==> config.mk <==
export PLATFORM = sky130hd
export DESIGN_NAME = tagged_delta_stream_decoder
export DESIGN_NICKNAME = d
export VERILOG_FILES = /design/src/rtl/tdsd_pkg.sv /design/src/rtl/tdsd_core.sv /design/src/rtl/tagged_delta_stream_decoder.sv
export SDC_FILE = /design/constraint.sdc
export NUM_CORES = 1
export LEC_CHECK = 0
export BUFFER_PORTS_ARGS = -buffer_cell sky130_fd_sc_hd__buf_2
export CORE_MARGIN = 4
export CORE_UTILIZATION = 55
export DETAILED_ROUTE_END_ITERATION = 8
export PLACE_DENSITY = 0.82
export RECOVER_POWER = 100
export SYNTH_ARGS = -nofsm -noshare
export SYNTH_HDL_FRONTEND = slang
export SYNTH_SLANG_ARGS = --single-unit
==> constraint.sdc <==
create_clock -name clk -period 13.2 [get_ports clk]
set_input_delay 3.3 -clock clk [delete_from_list [all_inputs] [get_ports clk]]
set_output_delay 3.3 -clock clk [all_outputs]
set_load 0.1 [all_outputs]
==> src/rtl/tdsd_pkg.sv <==
// ----------------------------------------------------------------------------
// Tagged delta stream decoder package
// Parse phase codes, record tags, header constants and the step result type.
// ----------------------------------------------------------------------------
package tdsd_pkg;

    localparam int LIMIT_W = 20;
    localparam logic [LIMIT_W-1:0] LIMIT_RESET = 20'd100000;

    localparam logic [3:0] HEADER_LEN = 4'd12;
    localparam logic [3:0] MAGIC_LEN  = 4'd4;
    localparam logic [3:0] COUNT_POS  = 4'd8;

    // Parse phases
    localparam logic [2:0] PH_HEADER   = 3'd0;
    localparam logic [2:0] PH_TAG      = 3'd1;
    localparam logic [2:0] PH_LOAD     = 3'd2;
    localparam logic [2:0] PH_DELTA    = 3'd3;
    localparam logic [2:0] PH_RUN      = 3'd4;
    localparam logic [2:0] PH_STOP     = 3'd5;
    localparam logic [2:0] PH_BADMAGIC = 3'd6;
    localparam logic [2:0] PH_LIMIT    = 3'd7;

    // Record tags
    localparam logic [7:0] TAG_LOAD  = 8'd0;
    localparam logic [7:0] TAG_DELTA = 8'd1;
    localparam logic [7:0] TAG_RUN   = 8'd2;
    localparam logic [7:0] TAG_CLEAR = 8'd3;

    // End-of-message status codes
    localparam logic [1:0] ST_OK     = 2'd0;
    localparam logic [1:0] ST_HEADER = 2'd1;
    localparam logic [1:0] ST_LIMIT  = 2'd2;

    // Result kinds
    localparam logic KIND_VALUE  = 1'b0;
    localparam logic KIND_STATUS = 1'b1;

    // Results caused by one input byte: an optional value run, then an
    // optional end-of-message status.
    typedef struct packed {
        logic        val_v;
        logic [31:0] val;
        logic [7:0]  rep;
        logic        end_v;
        logic [1:0]  st;
    } step_t;

    // The magic "IDLT", one byte at a time.
    function automatic logic [7:0] magic_byte(input logic [1:0] idx);
        logic [7:0] b;
        case (idx)
            2'd0:    b = 8'h49;
            2'd1:    b = 8'h44;
            2'd2:    b = 8'h4C;
            2'd3:    b = 8'h54;
            default: b = 8'h00;
        endcase
        return b;
    endfunction

endpackage

==> src/rtl/tdsd_core.sv <==
// ----------------------------------------------------------------------------
// Tagged delta stream decoder core
// Holds the parse state and the count limit, and works out in one pass the
// results and the next state for the byte on its input.
// ----------------------------------------------------------------------------
module tdsd_core #(
    parameter int COUNT_BITS = 20
) (
    input  logic                        clk,
    input  logic                        rst_n,
    input  logic                        accept,
    input  logic [7:0]                  data_byte,
    input  logic                        end_of_buffer,
    input  logic                        cfg_we,
    input  logic [tdsd_pkg::LIMIT_W-1:0] cfg_wdata,
    output tdsd_pkg::step_t             step,
    output logic [COUNT_BITS-1:0]       total
);
    import tdsd_pkg::*;

    logic [LIMIT_W-1:0]    limit_reg;
    logic [3:0]            hpos_reg, hpos_next;
    logic                  mism_reg, mism_next;
    logic [31:0]           dcount_reg, dcount_next;
    logic [31:0]           acc_reg, acc_next;
    logic [COUNT_BITS-1:0] ecount_reg, ecount_next;
    logic [2:0]            phase_reg, phase_next;
    logic [1:0]            obi_reg, obi_next;
    logic [31:0]           opnd_reg, opnd_next;

    logic        emit_req;
    logic [7:0]  run_len;
    logic [31:0] left;
    logic [7:0]  rep;

    always_comb
    begin
        hpos_next   = hpos_reg;
        mism_next   = mism_reg;
        dcount_next = dcount_reg;
        acc_next    = acc_reg;
        ecount_next = ecount_reg;
        phase_next  = phase_reg;
        obi_next    = obi_reg;
        opnd_next   = opnd_reg;
        emit_req    = 1'b0;
        run_len     = 8'd0;
        step        = '0;

        case (phase_reg)
            PH_HEADER:
            begin
                if (hpos_reg < MAGIC_LEN) begin
                    if (data_byte != magic_byte(hpos_reg[1:0]))
                        mism_next = 1'b1;
                end else if (hpos_reg >= COUNT_POS) begin
                    dcount_next[{hpos_reg[1:0], 3'b000} +: 8] =
                        dcount_reg[{hpos_reg[1:0], 3'b000} +: 8] | data_byte;
                end
                hpos_next = hpos_reg + 4'd1;
                if (hpos_next >= HEADER_LEN) begin
                    if (mism_next)
                        phase_next = PH_BADMAGIC;
                    else if (dcount_next > 32'(limit_reg))
                        phase_next = PH_LIMIT;
                    else if (dcount_next == 32'd0)
                        phase_next = PH_STOP;
                    else
                        phase_next = PH_TAG;
                end
            end
            PH_TAG:
            begin
                obi_next  = 2'd0;
                opnd_next = 32'd0;
                case (data_byte)
                    TAG_LOAD:  phase_next = PH_LOAD;
                    TAG_DELTA: phase_next = PH_DELTA;
                    TAG_RUN:   phase_next = PH_RUN;
                    TAG_CLEAR: acc_next   = 32'd0;
                    default:   phase_next = PH_STOP;
                endcase
            end
            PH_LOAD, PH_DELTA:
            begin
                opnd_next[{obi_reg, 3'b000} +: 8] =
                    opnd_reg[{obi_reg, 3'b000} +: 8] | data_byte;
                obi_next = obi_reg + 2'd1;
                if (phase_reg == PH_LOAD && obi_next == 2'd0) begin
                    acc_next = opnd_next;
                    emit_req = 1'b1;
                    run_len  = 8'd1;
                end else if (phase_reg == PH_DELTA && obi_next == 2'd2) begin
                    acc_next = acc_reg + {{16{opnd_next[15]}}, opnd_next[15:0]};
                    emit_req = 1'b1;
                    run_len  = 8'd1;
                end
            end
            PH_RUN:
            begin
                emit_req = 1'b1;
                run_len  = data_byte;
            end
            default:
            begin
            end
        endcase

        // A run is cut so that the emitted total never passes the declared count.
        left = dcount_reg - 32'(ecount_reg);
        rep  = (32'(run_len) < left) ? run_len : left[7:0];
        if (emit_req && rep != 8'd0) begin
            ecount_next = ecount_reg + COUNT_BITS'(rep);
            step.val_v  = 1'b1;
            step.val    = acc_next;
            step.rep    = rep;
            if (32'(ecount_next) >= dcount_reg)
                phase_next = PH_STOP;
            else
                phase_next = PH_TAG;
        end
        if (phase_reg == PH_RUN && phase_next == PH_RUN)
            phase_next = PH_TAG;

        total = ecount_next;

        if (end_of_buffer) begin
            step.end_v = 1'b1;
            if (phase_next == PH_HEADER || phase_next == PH_BADMAGIC)
                step.st = ST_HEADER;
            else if (phase_next == PH_LIMIT)
                step.st = ST_LIMIT;
            else
                step.st = ST_OK;
            hpos_next   = 4'd0;
            mism_next   = 1'b0;
            dcount_next = 32'd0;
            acc_next    = 32'd0;
            ecount_next = '0;
            phase_next  = PH_HEADER;
            obi_next    = 2'd0;
            opnd_next   = 32'd0;
        end
    end

    always_ff @(posedge clk or negedge rst_n)
    begin
        if (!rst_n) begin
            limit_reg  <= LIMIT_RESET;
            hpos_reg   <= 4'd0;
            mism_reg   <= 1'b0;
            dcount_reg <= 32'd0;
            acc_reg    <= 32'd0;
            ecount_reg <= '0;
            phase_reg  <= PH_HEADER;
            obi_reg    <= 2'd0;
            opnd_reg   <= 32'd0;
        end else begin
            if (cfg_we)
                limit_reg <= cfg_wdata;
            if (accept) begin
                hpos_reg   <= hpos_next;
                mism_reg   <= mism_next;
                dcount_reg <= dcount_next;
                acc_reg    <= acc_next;
                ecount_reg <= ecount_next;
                phase_reg  <= phase_next;
                obi_reg    <= obi_next;
                opnd_reg   <= opnd_next;
            end
        end
    end

endmodule

==> src/rtl/tagged_delta_stream_decoder.sv <==
// ----------------------------------------------------------------------------
// Tagged delta stream decoder
// Checks a 12-byte header, then decodes tagged load, delta, run and clear
// records into value runs, and closes each message with a status beat.
//
//   channel   direction  handshake            payload
//   input     in         in_valid/in_ready    data_byte, end_of_buffer
//   output    out        out_valid/out_ready  kind, value, repeat_res, status,
//                                             total_emitted, last_of_run
//   config    in         cfg_we               cfg_wdata (count limit)
//
// One input byte is taken per cycle while the input is ready; its results land
// in a two-slot result register on the next edge. A byte that causes a value
// run and an end status holds the input off until the value beat has left. The
// input is ready whenever the result slots are empty or their last beat leaves
// in that cycle. Reset clears the parse state and sets the limit to 100000.
// ----------------------------------------------------------------------------
module tagged_delta_stream_decoder #(
    parameter int COUNT_BITS = 20
) (
    input  logic                         clk,
    input  logic                         rst_n,
    input  logic                         in_valid,
    output logic                         in_ready,
    input  logic [7:0]                   data_byte,
    input  logic                         end_of_buffer,
    output logic                         out_valid,
    input  logic                         out_ready,
    output logic                         kind,
    output logic signed [31:0]           value,
    output logic [7:0]                   repeat_res,
    output logic [1:0]                   status,
    output logic [COUNT_BITS-1:0]        total_emitted,
    output logic                         last_of_run,
    input  logic                         cfg_we,
    input  logic [tdsd_pkg::LIMIT_W-1:0] cfg_wdata
);
    import tdsd_pkg::*;

    step_t                 step;
    logic [COUNT_BITS-1:0] total;
    logic                  accept;
    logic                  pop;

    logic                  val_v_reg;
    logic                  end_v_reg;
    logic [31:0]           val_reg;
    logic [7:0]            rep_reg;
    logic [1:0]            st_reg;
    logic [COUNT_BITS-1:0] total_reg;

    tdsd_core #(
        .COUNT_BITS(COUNT_BITS)
    ) u_core (
        .clk          (clk),
        .rst_n        (rst_n),
        .accept       (accept),
        .data_byte    (data_byte),
        .end_of_buffer(end_of_buffer),
        .cfg_we       (cfg_we),
        .cfg_wdata    (cfg_wdata),
        .step         (step),
        .total        (total)
    );

    assign out_valid = val_v_reg | end_v_reg;
    assign pop       = out_valid & out_ready;
    // The slots hold at most one byte's results; take the next byte once the
    // last of them goes out.
    assign in_ready  = !out_valid || (out_ready && (val_v_reg ^ end_v_reg));
    assign accept    = in_valid & in_ready;

    assign kind          = val_v_reg ? KIND_VALUE : KIND_STATUS;
    assign value         = val_v_reg ? val_reg : 32'sd0;
    assign repeat_res    = val_v_reg ? rep_reg : 8'd0;
    assign status        = val_v_reg ? ST_OK : st_reg;
    assign total_emitted = total_reg;
    assign last_of_run   = val_v_reg ? !end_v_reg : 1'b1;

    always_ff @(posedge clk or negedge rst_n)
    begin
        if (!rst_n) begin
            val_v_reg <= 1'b0;
            end_v_reg <= 1'b0;
        end else if (accept) begin
            val_v_reg <= step.val_v;
            end_v_reg <= step.end_v;
        end else if (pop) begin
            if (val_v_reg)
                val_v_reg <= 1'b0;
            else
                end_v_reg <= 1'b0;
        end
    end

    always_ff @(posedge clk)
    begin
        if (accept) begin
            val_reg   <= step.val;
            rep_reg   <= step.rep;
            st_reg    <= step.st;
            total_reg <= total;
        end
    end

endmodule

Word-level counts from Yosys, hierarchy flattened
Index checks and enable logic that the tools add are counted.

Add/sub/neg operators: 7. Mux-type cells: 59. Bitwise gates (word level): 7. Shift operators: 6. Order comparisons: 6. Equal/unequal tests: 16. Reduce and logical (&&, ||, !) cells: 24.

Operators with widths (count): $mux 32 (11); $pmux 32 s2 (2); $bwmux 32 (2); $shift 8x7->32 const A (2); $shiftx 32x6->8 (2); $shiftx 8x7->32 (2); $mux 41 (1); $mux 20 (2); $mux 8 (5); $add 32x32->32 (1); $ge 20x32->1 (1); $gt 32x20->1 (1); $logic_not 32->1 (1); $lt 8x32->1 (1); $pmux 8 s4 (1); $sub 32x20->32 (1); $mux 3 (9); $add 20x8->20 (1); $eq 8x2->1 const B (2); $or 8x8->8 (2); $pmux 8 s2 (1); $mux 1 (15); $neg 5->7 (2); $eq 3x3->1 const B (4); other kinds (32) (53).

Word-level logic and storage cells: 141. Bits of input ports: 34. Output and inout bits: 66. Flip-flop bits (word level): 210.

Longest topological paths before layout
Depth after elaboration: 22. Mapped depth: 42. Mapped depth without buffers: 41.

Cells and area by module
From an unflattened synthesis, not the netlist that was laid out.

Cells, all modules: 1743. Area total of the unflattened synthesis: 15549.9 sq um.

Modules (own cells, without submodules): tdsd_core (area an instance 13269.0 sq um, cells each 1619, instances 1, seq. area each 3661.0 sq um); tagged_delta_stream_decoder (area an instance 2280.9 sq um, cells each 124, instances 1, seq. area each 1911.8 sq um).

Worst setup path before layout
Ideal clock, no wire load.

Path kind: in2reg. From: in data_byte[6]. To: reg u_core.phase_reg[2]. Stages: 31. Library setup time: 0.122 ns. Path buffers: 1. Data required time: 13.078 ns. Arrival time: 9.407 ns. Path slack: 3.672 ns. Cell sequence: and2_1 ha_1 nand2_1 o21bai_1 a21oi_1 or4_1 nor4_1 nand4b_1 nor4_2 nand4_4 clkbuf_1 nand2_1 o21ai_0 ha_1 a21oi_1 o21ai_0 a21oi_1 nand2b_1 a21boi_0 o31a_1 nor4b_1 nand3_1 xnor2_1 ha_1 a21o_1 a21o_1 a21oi_1 nor3_1 a21oi_1 mux2i_1 a32o_1.

Elaborated cells between the ends (all ways): 35. Those cells by class: 1 x add/sub; 3 x order compare; 5 x eq/ne; 1 x shift; 19 x mux; 1 x bitwise; 5 x reduce/logical.

RTL lines: from (decl) (RTL line tagged_delta_stream_decoder.sv:25) `input logic [7:0] data_byte,`; $pmux 8 s2 * (RTL line tdsd_core.sv:50) `case (phase_reg)`; $lt 8x32->1 * (RTL line tdsd_core.sv:111) `rep = (32'(run_len) < left) ? run_len : left[7:0];`; $mux 8 * (RTL line tdsd_core.sv:111); net u_core.rep[2] (RTL line tdsd_core.sv:34) `logic [7:0] rep;`; $add 20x8->20 (RTL line tdsd_core.sv:113) `ecount_next = ecount_reg + COUNT_BITS'(rep);`; $ge 20x32->1 (RTL line tdsd_core.sv:117) `if (32'(ecount_next) >= dcount_reg)`; $mux 3 (RTL line tdsd_core.sv:117); $mux 3 * (RTL line tdsd_core.sv:112) `if (emit_req && rep != 8'd0) begin`; $eq 3x3->1 (RTL line tdsd_core.sv:122) `if (phase_reg == PH_RUN && phase_next == PH_RUN)`; $logic_and 1x1->1 (RTL line tdsd_core.sv:122); $mux 3 * (RTL line tdsd_core.sv:122); $mux 3 * (RTL line tdsd_core.sv:127) `if (end_of_buffer) begin`; to (signal assigned) (RTL line tdsd_core.sv:167) `phase_reg <= phase_next;`; to (decl) (RTL line tdsd_core.sv:27) `logic [2:0] phase_reg, phase_next;`.

The timed path passes the listed nets; every way through them passes the cells marked *. The select of a mux whose other input is x is not followed. A chain may end at the register's enable or synchronous reset.

Worst setup path after layout
From: in data_byte[6]. To: reg u_core.phase_reg[2].

Longest elaborated chain between the ends: 17. Elaborated cells between the ends (all ways): 35. Those cells by class: 1 x add/sub; 3 x order compare; 5 x eq/ne; 1 x shift; 19 x mux; 1 x bitwise; 5 x reduce/logical.

Ends and longest elaborated chain (RTL line): branches (longest 12 deep; another with $lt 8x32->1); $mux 3 * (tdsd_core.sv:112); $eq 3x3->1 (tdsd_core.sv:122); $logic_and 1x1->1 (tdsd_core.sv:122); $mux 3 * (tdsd_core.sv:122); $mux 3 * (tdsd_core.sv:127).

Every way passes the cells marked *. The select of a mux whose other input is x is not followed.

==> run_results.csv <==
group,metric,value,unit
cells_and_area,multi_input_area,9430,um2
sta,timing.setup.tns,0,ns
logic_synthesis,yosys_register_bits,210,
global_route,track_usage,30.6,%
setup_path,r2r-start,"u_core.dcount_reg[0]$_DFFE_PN0P_",
setup_path,start_kind,"input pin",
die,core_area,28700,um2
run,maxCapViolations,6,
sta,drv_slew,376,
setup_path,critPathTopFamily,"simple AND/OR/NAND/NOR gates",
die,num_io_pins,100,
sta,min_period,10.54,ns
cts,clockRootBuffer,"clkbuf_16",
setup_path,crit_top_cell,"a21oi_1",
sta,tightest_slew,5.35,ns
sta,setup_viol,0,
worst_hold_path,min_delay_path_depth,2,
logic_synthesis,synth_most_common_cell,"nand2_1",
setup_path,worst_path_max_delay_cell,"a2111o_1",
detailed_routing,num_vias,15000,
detailed_routing,drtPass1Iterations,6,
cts,clk_latency,0.53,ns
worst_hold_path,worstHoldStart,"u_core.opnd_reg[30]$_DFFE_PN0P_",
setup_path,worstPathRequired,13.61,ns
cts,clock_path_buffers,3,
cts,cts_buffers,25,
sta,timing.final.crit_share,79.9,%
detailed_routing,drc_errors,0,
setup_path,slowest_delay,0.56,ns
logic_synthesis,synthesis.nets,1999,
global_route,grt_pass1_wl,77500,um
global_route,overflow,0,
cells_and_area,area_growth,8.62,%
logic_synthesis,synth_area,16000,um2
setup_path,crit_type,"in -> reg",
sta,clock_skew,0.0210,ns
sta,relSlewSlack,-257,%
logic_synthesis,synth_area_leader_cell,"dfrtp_1",
place,dp_hpwl,36000,um
pwr,cellLeakagePower,7.31,nW
cts,htree_levels,1,
cts,cts.clk_slew.worst_paths,0.06,ns
cts,cts_tree,"built",
detailed_routing,post_drt_wl_per_cell,21.5,um
cells_and_area,finalNonFillerCells,2307,
logic_synthesis,synthCells,1843,
outcome,violations,"max-capacitance violations, max-slew violations",
setup_path,rrSetupSlack,3.68,ns
detailed_routing,drtAntennaViolNets,0,
logic_synthesis,synthArstFlopShare,70.5,%
die,start_util,55.6,%
worst_hold_path,hp-class,"reg -> reg",
die,num_rows,62,
logic_synthesis,synth_cell_types,90,
place,portBuffers,99,
cts,post_cts_buffers,0,
global_route,antenna_found_initial,3,
logic_synthesis,synth_area_per_cell,8.66,um2
sta,fmax,0.0949,GHz
logic_synthesis,ys_seq_area_share,34.9,%
place,gp_congestion,1.02,
setup_path,crit_fanout,13,
place,dp_cells,2260,
cts,cts-resized-gates,0,
cts,cts_hold_buf,0,
logic_synthesis,synth_top_area_share,22.3,%
die,die_w,178,um
detailed_routing,drtIter0Drc,1723,
cells_and_area,fill_cells,2512,
setup_path,cp.buffers_inverters,1,
cts,cts_sinks,210,
die,fp.dieH,178,um
worst_hold_path,holdPathEnd,"u_core.opnd_reg[30]$_DFFE_PN0P_",
cells_and_area,drive_above_1_share,7.02,%
setup_path,reg2reg_depth,38,
outcome,status,"complete, but fails checks",
setup_path,crit_path_end_kind,"flop",
die,die_area,31800,um2
setup_path,crit_arrival,10.95,ns
logic_synthesis,synth_area_leaders,"dfrtp_1 22%, edfxtp_1 12%, ha_1 9.3%",
detailed_routing,wl,49500,um
sta,rsz0062_at_grt,"false",
logic_synthesis,synth_enable_flop_cells,62,
global_route,grt_max_degree,93,
pwr,ir_worst_vdd,142,uV
cells_and_area,seq_area,5570,um2
sta,final_hold_viol_count,0,
detailed_routing,vias_per_cell,6.49,
logic_synthesis,yosys-top-cells-count,"209 x nand2_1, 171 x o21ai_0, 142 x dfrtp_1",
cells_and_area,final_nets,2059,
pwr,power_density,181,nW/um2
global_route,grt_pass1_vias,14100,
setup_path,timing.rr.end,"u_core.phase_reg[2]$_DFFE_PN0P_",
logic_synthesis,ys.flop_type,"dfrtp_1",
logic_synthesis,yosysWarningCount,0,
## metrics by stage
| step | power (mW) | hold WS [ns] | setup WS, ns | utilization, % | instance area (um2) |
|---|---|---|---|---|---|
| after floorplan | 2.12 | 0.445 | 3.67 | - | 16000 |
| after detailed placement | 2.45 | 0.466 | 2.82 | 58.2 | 16700 |
| after global placement | 2.43 | 0.460 | 3.00 | 58.2 | 16700 |
| after CTS | 3.14 | 0.478 | 3.34 | 61.0 | 17500 |
| final | 3.14 | 0.485 | 2.66 | 60.4 | 17300 |
| after global routing | 3.29 | 0.508 | 1.98 | 60.4 | 17300 |
## cell type report
type	instances	share of cell area, %
diodes	1	0.0144
clock buffers	31	3.74
clock inverters	15	0.909
inverters	144	3.12
multi-input cells	1405	54.4
flip-flops and latches	210	32.1
well taps	384	2.77
repair buffers	117	2.96
## worst reg2reg max path, delay by kind of cell (launching register included)
| family | cells | cell delay, ns |
|---|---|---|
| multiplexers | 1 | 0.09 |
| AND/OR/NAND/NOR | 12 | 3.11 |
| AO/OA/AOI/OAI | 16 | 3.56 |
| buffers and inverters | 2 | 0.17 |
| adder cells (fa/ha/maj) | 5 | 1.45 |
| XOR/XNOR | 2 | 0.53 |
| flip-flops | 1 | 0.52 |
## layout by cell type, fill, tap and decap left out, types with 13 or more instances in the layout
master     instances
o21a_1            17
and2_1            48
buf_2             29
xor2_1            13
ha_1             119
o211ai_1          13
o22ai_1           20
clkbuf_1          84
nor4_1            16
inv_1            139
clkbuf_16         25
a211oi_1          14
edfxtp_1          62
nand4_1           29
o21ai_0          172
nand2_1          209
a22o_1            48
xnor2_1           51
nand2b_1          14
nand3_1           33
mux4_2            16
a21o_1            40
o21bai_1          13
nor3_1            32
nor2b_1           34
dfrtp_1          142
nor2_1           138
a21oi_1          103
## how the worst max path moves through the flow
stage | startpoint | to | cells after the start | slack, ns
global route | data_byte[6] | u_core.phase_reg[2]$_DFFE_PN0P_ | 35 | 1.98
finish | data_byte[6] | u_core.phase_reg[2]$_DFFE_PN0P_ | 32 | 2.66
detailed placement | data_byte[6] | u_core.phase_reg[2]$_DFFE_PN0P_ | 32 | 2.82
floorplan | data_byte[6] | u_core.phase_reg[2]$_DFFE_PN0P_ | 31 | 3.67
global placement | data_byte[6] | u_core.phase_reg[2]$_DFFE_PN0P_ | 32 | 3.00
CTS | data_byte[6] | u_core.phase_reg[2]$_DFFE_PN0P_ | 32 | 3.34
## logic make-up after synthesis
logic type	count (synthesis)	synth area share (%)
fa+ha+maj	122	9.70
compound gates	562	23.3
buf+inv	228	5.74
simple gates	622	19.3
mux	35	3.60
xor+xnor	64	3.51
flops	210	34.9
## report_power, final
part | switching (mW) | internal [mW] | total (mW)
sequential | 0.0994 | 0.799 | 0.898
combinational | 1.14 | 0.410 | 1.55
clock | 0.278 | 0.407 | 0.685
## per-layer routing
metal	share of wire (%)	vias to the layer above	global-route usage, %
met4	3.0	4	9.08
met5	0.057	-	0
li1	-	6813	-
met2	44	854	46.4
met1	43	7184	44.2
met3	10	123	6.44
Power figures use the tool's default switching activity.
